==> src/hdl/mexp_pkg.sv <==
// Shared constants for the modular exponentiation block.
// Field widths, configuration register codes and reset values.
// No dependencies.
package mexp_pkg;

  // Fixed width of the message, result and key fields
  localparam int unsigned FieldW = 64;

  // Configuration register index
  localparam int unsigned CfgIdxW = 1;
  localparam logic [CfgIdxW-1:0] CFG_EXPONENT = 1'b0;
  localparam logic [CfgIdxW-1:0] CFG_MODULUS  = 1'b1;

  // Key values after reset
  localparam logic [FieldW-1:0] ExpReset = 64'd65537;
  localparam logic [FieldW-1:0] ModReset = 64'd1;

endpackage

==> src/hdl/mexp_mulmod.sv <==
// Bit-serial modular multiplier: prod = (a * b) mod m, one bit of b per cycle.
// Interleaved reduction keeps the accumulator below m after every step.
// Depends on nothing but its parameter; done_o pulses once the last bit of b has been processed.
module mexp_mulmod #(
  parameter int unsigned WIDTH = 64
) (
  input  logic             clk_i,
  input  logic             rst_ni,
  input  logic             start_i,
  input  logic [WIDTH-1:0] a_i,
  input  logic [WIDTH-1:0] b_i,
  input  logic [WIDTH-1:0] m_i,
  output logic             done_o,
  output logic [WIDTH-1:0] prod_o
);

  localparam int unsigned CntW = (WIDTH > 1) ? $clog2(WIDTH) : 1;
  localparam logic [CntW-1:0] CntLast = CntW'(WIDTH - 1);

  logic            busy_q, busy_d;
  logic            done_q, done_d;
  logic [CntW-1:0] cnt_q, cnt_d;
  logic [WIDTH-1:0] acc_q, acc_d;
  logic [WIDTH-1:0] a_q;
  logic [WIDTH-1:0] b_q;

  // One step: acc = (2*acc + bit*a) mod m, with the sum below 3m
  logic [WIDTH+1:0] sum;
  logic [WIDTH+1:0] m_one;
  logic [WIDTH+1:0] m_two;
  logic [WIDTH+1:0] step;

  always_comb begin
    sum   = {1'b0, acc_q, 1'b0} + {2'b00, (b_q[WIDTH-1] ? a_q : '0)};
    m_one = {2'b00, m_i};
    m_two = {1'b0, m_i, 1'b0};
    if (sum >= m_two) begin
      step = sum - m_two;
    end else if (sum >= m_one) begin
      step = sum - m_one;
    end else begin
      step = sum;
    end
  end

  // Sequence the bits of b, most significant first
  always_comb begin
    busy_d = busy_q;
    done_d = 1'b0;
    cnt_d  = cnt_q;
    acc_d  = acc_q;
    if (start_i) begin
      busy_d = 1'b1;
      cnt_d  = CntLast;
      acc_d  = '0;
    end else if (busy_q) begin
      acc_d = step[WIDTH-1:0];
      cnt_d = cnt_q - 1'b1;
      if (cnt_q == '0) begin
        busy_d = 1'b0;
        done_d = 1'b1;
      end
    end
  end

  always_ff @(posedge clk_i or negedge rst_ni) begin
    if (!rst_ni) begin
      busy_q <= 1'b0;
      done_q <= 1'b0;
      cnt_q  <= '0;
    end else begin
      busy_q <= busy_d;
      done_q <= done_d;
      cnt_q  <= cnt_d;
    end
  end

  // Operand and accumulator registers; shift b left each step
  always_ff @(posedge clk_i) begin
    acc_q <= acc_d;
    if (start_i) begin
      a_q <= a_i;
      b_q <= b_i;
    end else if (busy_q) begin
      b_q <= {b_q[WIDTH-2:0], 1'b0};
    end
  end

  assign done_o = done_q;
  assign prod_o = acc_q;

endmodule

==> src/hdl/modular_exponentiation.sv <==
// One transaction at a time. The time from accept to result valid grows with the number of
// set exponent bits, with the position of the highest one and with any output stall; a zero
// exponent goes straight from the base reduction to the result. The next transaction is
// accepted in the same cycle that the result shows, as input ready rises with output valid.
// The shared bit-serial multiplier sets the pace: it does the base reduction and every
// multiply or square in turn. Reset: asynchronous, active low; exponent returns to 65537,
// modulus to 1, no result held.
module modular_exponentiation
  import mexp_pkg::*;
#(
  parameter int unsigned WIDTH = 64
) (
  input  logic               clk_i,
  input  logic               rst_ni,
  input  logic               cfg_we_i,
  input  logic [CfgIdxW-1:0] cfg_index_i,
  input  logic [FieldW-1:0]  cfg_data_i,
  input  logic               in_valid_i,
  output logic               in_ready_o,
  input  logic [FieldW-1:0]  message_i,
  output logic               out_valid_o,
  input  logic               out_ready_i,
  output logic [FieldW-1:0]  result_o
);

  localparam logic [2:0] S_IDLE   = 3'd0;
  localparam logic [2:0] S_REDUCE = 3'd1;
  localparam logic [2:0] S_NEXT   = 3'd2;
  localparam logic [2:0] S_MUL    = 3'd3;
  localparam logic [2:0] S_SQR    = 3'd4;
  localparam logic [2:0] S_DONE   = 3'd5;

  logic [2:0]       state_q, state_d;
  logic [WIDTH-1:0] exp_q;
  logic [WIDTH-1:0] mod_q;
  logic [WIDTH-1:0] e_q, e_d;
  logic [WIDTH-1:0] res_q, res_d;
  logic [WIDTH-1:0] base_q, base_d;
  logic             out_valid_q, out_valid_d;
  logic [FieldW-1:0] result_q, result_d;

  logic             in_accept;
  logic             mm_start;
  logic [WIDTH-1:0] mm_a;
  logic [WIDTH-1:0] mm_b;
  logic [WIDTH-1:0] m_eff;
  logic             mm_done;
  logic [WIDTH-1:0] mm_prod;

  // Zero modulus acts as one
  assign m_eff     = (mod_q == '0) ? WIDTH'(1) : mod_q;
  assign in_ready_o = (state_q == S_IDLE);
  assign in_accept = in_valid_i && in_ready_o;

  // Key registers
  always_ff @(posedge clk_i or negedge rst_ni) begin
    if (!rst_ni) begin
      exp_q <= ExpReset[WIDTH-1:0];
      mod_q <= ModReset[WIDTH-1:0];
    end else if (cfg_we_i) begin
      unique case (cfg_index_i)
        CFG_EXPONENT: exp_q <= cfg_data_i[WIDTH-1:0];
        CFG_MODULUS:  mod_q <= cfg_data_i[WIDTH-1:0];
        default: ;
      endcase
    end
  end

  // Sequence: reduce base, then scan exponent bits low to high
  always_comb begin
    state_d     = state_q;
    e_d         = e_q;
    res_d       = res_q;
    base_d      = base_q;
    out_valid_d = out_valid_q;
    result_d    = result_q;
    mm_start    = 1'b0;
    mm_a        = base_q;
    mm_b        = base_q;

    // Drop the held result once taken
    if (out_valid_q && out_ready_i) begin
      out_valid_d = 1'b0;
    end

    unique case (state_q)
      S_IDLE: begin
        if (in_accept) begin
          e_d      = exp_q;
          res_d    = WIDTH'(1);
          mm_start = 1'b1;
          mm_a     = WIDTH'(1);
          mm_b     = message_i[WIDTH-1:0];
          state_d  = S_REDUCE;
        end
      end
      S_REDUCE: begin
        if (mm_done) begin
          base_d  = mm_prod;
          state_d = S_NEXT;
        end
      end
      S_NEXT: begin
        if (e_q == '0) begin
          state_d = S_DONE;
        end else if (e_q[0]) begin
          mm_start = 1'b1;
          mm_a     = res_q;
          mm_b     = base_q;
          state_d  = S_MUL;
        end else begin
          mm_start = 1'b1;
          e_d      = e_q >> 1;
          state_d  = S_SQR;
        end
      end
      S_MUL: begin
        if (mm_done) begin
          res_d   = mm_prod;
          e_d     = {e_q[WIDTH-1:1], 1'b0};
          state_d = S_NEXT;
        end
      end
      S_SQR: begin
        if (mm_done) begin
          base_d  = mm_prod;
          state_d = S_NEXT;
        end
      end
      S_DONE: begin
        // Hand over once the output register is free
        if (!out_valid_q || out_ready_i) begin
          out_valid_d = 1'b1;
          result_d    = FieldW'(res_q);
          state_d     = S_IDLE;
        end
      end
      default: state_d = S_IDLE;
    endcase
  end

  always_ff @(posedge clk_i or negedge rst_ni) begin
    if (!rst_ni) begin
      state_q     <= S_IDLE;
      out_valid_q <= 1'b0;
    end else begin
      state_q     <= state_d;
      out_valid_q <= out_valid_d;
    end
  end

  always_ff @(posedge clk_i) begin
    e_q      <= e_d;
    res_q    <= res_d;
    base_q   <= base_d;
    result_q <= result_d;
  end

  mexp_mulmod #(
    .WIDTH (WIDTH)
  ) u_mulmod (
    .clk_i   (clk_i),
    .rst_ni  (rst_ni),
    .start_i (mm_start),
    .a_i     (mm_a),
    .b_i     (mm_b),
    .m_i     (m_eff),
    .done_o  (mm_done),
    .prod_o  (mm_prod)
  );

  assign out_valid_o = out_valid_q;
  assign result_o    = result_q;

endmodule

==> config.mk <==
export PLATFORM = sky130hd
export DESIGN_NAME = modular_exponentiation
export DESIGN_NICKNAME = d
export VERILOG_FILES = /design/src/hdl/mexp_pkg.sv /design/src/hdl/mexp_mulmod.sv /design/src/hdl/modular_exponentiation.sv
export SDC_FILE = /design/constraint.sdc
export NUM_CORES = 1
export LEC_CHECK = 0
export BUFFER_PORTS_ARGS = -buffer_cell sky130_fd_sc_hd__buf_2
export CAP_MARGIN = 20
export CORE_MARGIN = 2
export CORE_UTILIZATION = 55
export DETAILED_ROUTE_END_ITERATION = 12
export PLACE_DENSITY = 0.77
export SYNTH_ARGS = -nofsm -noshare
export SYNTH_HDL_FRONTEND = slang
export SYNTH_SLANG_ARGS = --single-unit
==> constraint.sdc <==
create_clock -name clk_i -period 9.5 [get_ports clk_i]
set_clock_uncertainty 0.15 [all_clocks]
set_input_delay 0.475 -clock clk_i [delete_from_list [all_inputs] [get_ports clk_i]]
set_output_delay 0.475 -clock clk_i [all_outputs]
set_load 0.05 [all_outputs]
Word level (Yosys, flattened, before mapping)
Index checks and enable logic that the tools add are counted.

word-level totals
  register bits = 588
  bits of input ports = 134
  word-level logic and storage cells = 96

operators by class
  add/sub/neg operators = 4
  magnitude comparators = 2
  equality and inequality tests = 11
  multiplexer cells = 40
  bitwise logic cells = 2
  reduce and logical (&&, ||, !) cells = 22

operators with widths
  cell                   count
  $mux W64               16
  $pmux W64 S2           2
  $pmux W64 S3           1
  $logic_not A64 Y1      2
  $sub A64 B64 Y64       2
  $add A65 B64 Y66       1
  $ge A66 B64 Y1         1
  $ge A66 B65 Y1         1
  $mux W3                5
  $mux W1                12
  $mux W6                2
  $pmux W3 S4            1
  $reduce_and A2 Y1      4
  $eq A3 B2 Y1 const B   2
  $eq A3 B3 Y1 const B   2
  $logic_not A6 Y1       1
  $ne A2 B1 Y1 const B   3
  $ne A2 B2 Y1 const B   3
  $reduce_and A3 Y1      2
  $reduce_bool A2 Y1     3
  $sub A6 B1 Y6 const B  1
  $reduce_and A5 Y1      1
  $reduce_and A4 Y1      1
  $eq A3 B1 Y1 const B   1
  other kinds (9)        11

Depth between registers and ports, before layout
  depth in word-level cells = 5
  mapped depth = 34

Hierarchy
From an unflattened synthesis, not the netlist that was laid out.

unflattened totals
  cells, all modules = 3,488
  area total of the unflattened synthesis = 36,095.9 um2

by module, submodules not included
  module                  instances  cells an instance  area each (um2)  seq. area each (um2)
  mexp_mulmod             1          2,480              20,352.0         5,325.1
  modular_exponentiation  1          1,008              15,743.8         10,994.3

Worst setup path before layout
Ideal clock, no wire load.

  path type = register -> register
  start point = register u_mulmod.b_q[63]
  end point = register u_mulmod.acc_q[36], in the netlist u_mulmod.prod_o[36]
  arrival time = 6,318 ps
  required time = 9,124 ps
  setup slack = 2,806 ps
  stages on the path, launching flop included = 31
  buffers on the path = 3
  period minus slack after synthesis = 6,694 ps
  cells stage by stage = edfxtp_1 > clkbuf_1 > clkbuf_1 > and2_1 > ha_1 > fa_1 > a21o_1 > a311o_1 > a21oi_2 > o31ai_2 > or2_2 > o21a_1 > a21o_1 > a21oi_1 > o21a_1 > o21ai_0 > xnor2_1 > ha_1 > and3_1 > nand3_1 > or3_1 > o211a_1 > o21a_1 > maj3_1 > o32ai_1 > nor2_1 > buf_2 > o311a_1 > or3_1 > a31oi_1 > nor2_1

between the ends
  longest elaborated chain between the ends = 5
  elaborated cells between the ends (all ways) = 8

ends and longest elaborated chain
  what                                                RTL line                              source
  start, declared                                     mexp_mulmod.sv:25                     logic [WIDTH-1:0] b_q;
  start signal, assigned                              mexp_mulmod.sv:83                     b_q <= b_i;
  start signal, assigned                              mexp_mulmod.sv:85                     b_q <= {b_q[WIDTH-2:0], 1'b0};
  $mux W64 (*)                                        mexp_mulmod.sv:34                     sum = {1'b0, acc_q, 1'b0} + {2'b00, (b_q[WIDTH-1] ? a_q : '0)};
  $add A65 B64 Y66 (*)                                mexp_mulmod.sv:34
  $sub A64 B64 Y64 or $ge A66 B64 Y1 (tied branches)  mexp_mulmod.sv:40, mexp_mulmod.sv:39
  $mux W64                                            mexp_mulmod.sv:39                     end else if (sum >= m_one) begin
  $mux W64 (*)                                        mexp_mulmod.sv:37                     if (sum >= m_two) begin
  end signal, assigned                                mexp_mulmod.sv:80                     acc_q <= acc_d;
  end, declared                                       mexp_mulmod.sv:23                     logic [WIDTH-1:0] acc_q, acc_d;

Mark *: on every way between the ends. The rest lies on a longest branch, timed or not.
A chain may end at the register's enable or synchronous reset.

Worst setup path after layout
  start point = register u_mulmod.b_q[63]
  end point = register u_mulmod.acc_q[57], in the netlist u_mulmod.prod_o[57]

The elaborated chain is that of the path after synthesis.

==> flow_summary.ini <==
[outcome]
outcome = finished, final reports clean

[power_and_ir_drop]
power_frac_clock_pct = 15.1
seq_power_share_pct = 21.3
p_sw_mw = 7.37
peakVddDrop_uv = 244
power_leakage_nw = 15.5
p_per_area_nw_per_um2 = 401
p_sw_share_pct = 46.6
combPwrFrac_pct = 63.6
cell_internal_pwr_mw = 8.44

[yosys]
synth.most_common_cell = edfxtp_1
async_flop_share_pct = 23.8
yosysWarnings = 0
synth_top_area_cell = edfxtp_1
syn_nets = 3539
ys_ff_latch = 588
synth_flop_cell = edfxtp_1
synth_top_area_share_pct = 33.4
synth.avg_cell_area_um2 = 10.7
synth_edf_count = 384
synth_area_um2 = 34500
synth.distinct_cells = 97
yosysSeqAreaShare_pct = 47.3
synth_common_cells = 384 x edfxtp_1, 240 x a21oi_1, 231 x o21ai_0
synth_cells = 3213
netlist_top_cells_area = edfxtp_1 33%, dfrtp_1 9.9%, ha_1 6.9%

[die]
rows = 91
core_um2 = 61800
initial_core_util_pct = 55.8
dieHeight_um = 254
die_x_um = 254
ios = 200
die_area_um2 = 64700

[global_route]
antenna_found_initial = 1
grt_max_degree = 111
globalRouteTotalUtil_pct = 29.5
grt_overflow = 0
grt_pass1_wl_um = 147000
grt_pass1_vias = 24922

[route]
routedWlPerCell_um = 22.3
firstDrtPassIters = 6
detail_route.iter0.violations = 2970
routed_via_density = 6.19
vias = 26998
drt_wl_total_um = 97100
antenna_left = 0
drc = 0

[setup_path]
path_class = reg2reg
endpoint_kind = flip-flop
worstSetupStartpointType = flip-flop
arrival_ns = 8.51
worstPathMaxFanout = 21
required_ns = 9.86

[cts]
cts.sink_count = 588
worst_skew_pair.late_latency_ns = 0.65
cts_max_path_buffers = 3
root_buffer = clkbuf_16
cts_buffers = 59
clk_pin_slew_worst_paths_ns = 0.06
cts_tree = done
htree_num_levels = 2
ctsResizeCount = 0

[timing]
fmax_mhz = 123
finalSetupTns_ns = 0
rsz0062_at_grt = false
layout_min_cycle_time_ns = 8.15
period_share_pct = 85.8
hold_viol_final = 0
whs_ns = 0.00492
drv_slew = 0
setup_violations = 0
slew_headroom_pct = 24.7
tightestPinTransition_ns = 1.13

[job]
cap_violations = 0

[place]
port_buffers = 199
hpwl_um = 70600
place_congestion = 1.05

[layout]
layout-drive-gt1-share_pct = 15.6
nNetsFinal = 3797
nFillCells = 4891
area_delta_synth_final_pct = 14.2
n_antenna_cell = 0

[worst_hold_path]
hold_path.class = in2reg
registers in the layout, summed over array words and instances (netlist names), 64 cells and up:
register	cells
mod_q	64
res_q	64
base_q	64
exp_q	64
result_o	64
u_mulmod.a_q	64
u_mulmod.b_q	64
u_mulmod.prod_o	64
e_q	64
repair_timing:
item / CTS / global route
endpoints found under the hold margin: 249 / 0
hold buffers: 118 / 0
buffers inserted: 0 / 0
layout make-up:
class	instances	area (um2)	share of cell area [%]
clock buffers	79	1650	4.20
clock inverters	33	342	0.867
inverters	121	454	1.15
multi-input cells	2355	17200	43.6
flip-flops and latches	588	16300	41.4
well taps	837	1050	2.66
repair buffers	346	2400	6.10
per-layer routing:
metal / wire length [um] / global-route usage (%) / share of wire [%] / vias up
li1: - / - / - / 12611
met1: 45200 / 46.6 / 47 / 12984
met2: 40800 / 42.4 / 42 / 1290
met3: 9430 / 4.95 / 9.7 / 111
met4: 1690 / 5.82 / 1.7 / 2
met5: 13 / 0 / 0.013 / -
logic make-up (layout without fill, tap and decap cells):
| group | Yosys count | in the layout | synth area share (%) |
|---|---|---|---|
| and+or+nand+nor | 782 | 782 | 11.7 |
| muxes | 246 | 246 | 7.70 |
| buffers and inverters | 270 | 579 | 3.11 |
| xor gates and xnor gates | 173 | 173 | 4.42 |
| DFF | 588 | 588 | 47.3 |
| AOI/OAI and AO/OA | 955 | 955 | 18.5 |
| adders and majority gates | 199 | 199 | 7.24 |
cell usage in the layout (no fill, tap or decap), drive strengths merged, types with 48 or more instances in the layout:
| master | Yosys | layout |
|---|---|---|
| a21o | 99 | 99 |
| a21oi | 245 | 245 |
| a22o | 129 | 129 |
| and2 | 76 | 76 |
| and3 | 85 | 85 |
| buf | 26 | 228 |
| clkbuf | 123 | 79 |
| dfrtp | 137 | 137 |
| dfxtp | 64 | 64 |
| dlygate4sd3 | 0 | 118 |
| edfxtp | 384 | 384 |
| ha | 189 | 189 |
| inv | 121 | 124 |
| mux2 | 155 | 155 |
| mux2i | 91 | 91 |
| nand2 | 215 | 215 |
| nor2 | 139 | 139 |
| nor4 | 48 | 48 |
| o21ai | 238 | 238 |
| xnor2 | 119 | 119 |
| xor2 | 54 | 54 |
power groups by stage:
stage / Combinational, mW / Sequential (mW) / Clock [mW]
after CTS: 9.72 / 3.36 / 2.41
after global placement: 9.61 / 3.39 / 0
final: 10.1 / 3.37 / 2.38
after detailed placement: 9.62 / 3.41 / 0
after floorplan: 7.35 / 3.25 / 0
after global routing: 10.8 / 3.40 / 2.51
critical path, cell delays in order, from the launching register on:
cell and delay (ns):
edfxtp_1 0.64, and2_1 0.26, ha_1 0.22, fa_1 0.41, a21o_1 0.20, a311o_1 0.42
a21oi_2 0.22, o31ai_2 0.18, or2_2 0.34, o21a_1 0.14, a21o_1 0.18, a21oi_1 0.22
o21a_1 0.19, o21ai_0 0.11, xnor2_1 0.39, ha_1 0.30, and3_1 0.22, nand3_1 0.15
or3_1 0.40, o211a_1 0.25, o21a_1 0.20, maj3_1 0.35, o32ai_1 0.25, or2_1 0.82
nand2_2 0.34, o221a_2 0.32, o21ai_0 0.07, a211oi_1 0.07
path summary, 6_finish.rpt:
kind,startpoint,to,slack [ns],cells past startpoint
worst min register to register,res_q[33],result_o[33],0.30,0
worst max-delay path,u_mulmod.b_q[63],u_mulmod.prod_o[57],1.35,27
worst min-delay path,message_i[42],u_mulmod.b_q[42],0.005,3
max in group asynchronous,rst_ni,state_q[0],7.41,3
worst max register to register,u_mulmod.b_q[63],u_mulmod.prod_o[57],1.35,27
min in group asynchronous,rst_ni,mod_q[60],0.25,2
metrics by stage:
stage | cells | cell area (um2) | utilization (%) | worst slack (ns) | power [mW]
floorplan | 3213 | 34500 | - | 2.81 | 10.6
global placement | 4129 | 36200 | 58.6 | 1.57 | 13.0
detailed placement | 4129 | 36200 | 58.6 | 1.50 | 13.0
CTS | 4359 | 39400 | 63.7 | 1.47 | 15.5
global route | 4359 | 39400 | 63.7 | 0.852 | 16.7
finish | 4359 | 39400 | 63.7 | 1.35 | 15.8
Note: power is estimated with default switching activity, not from simulation.
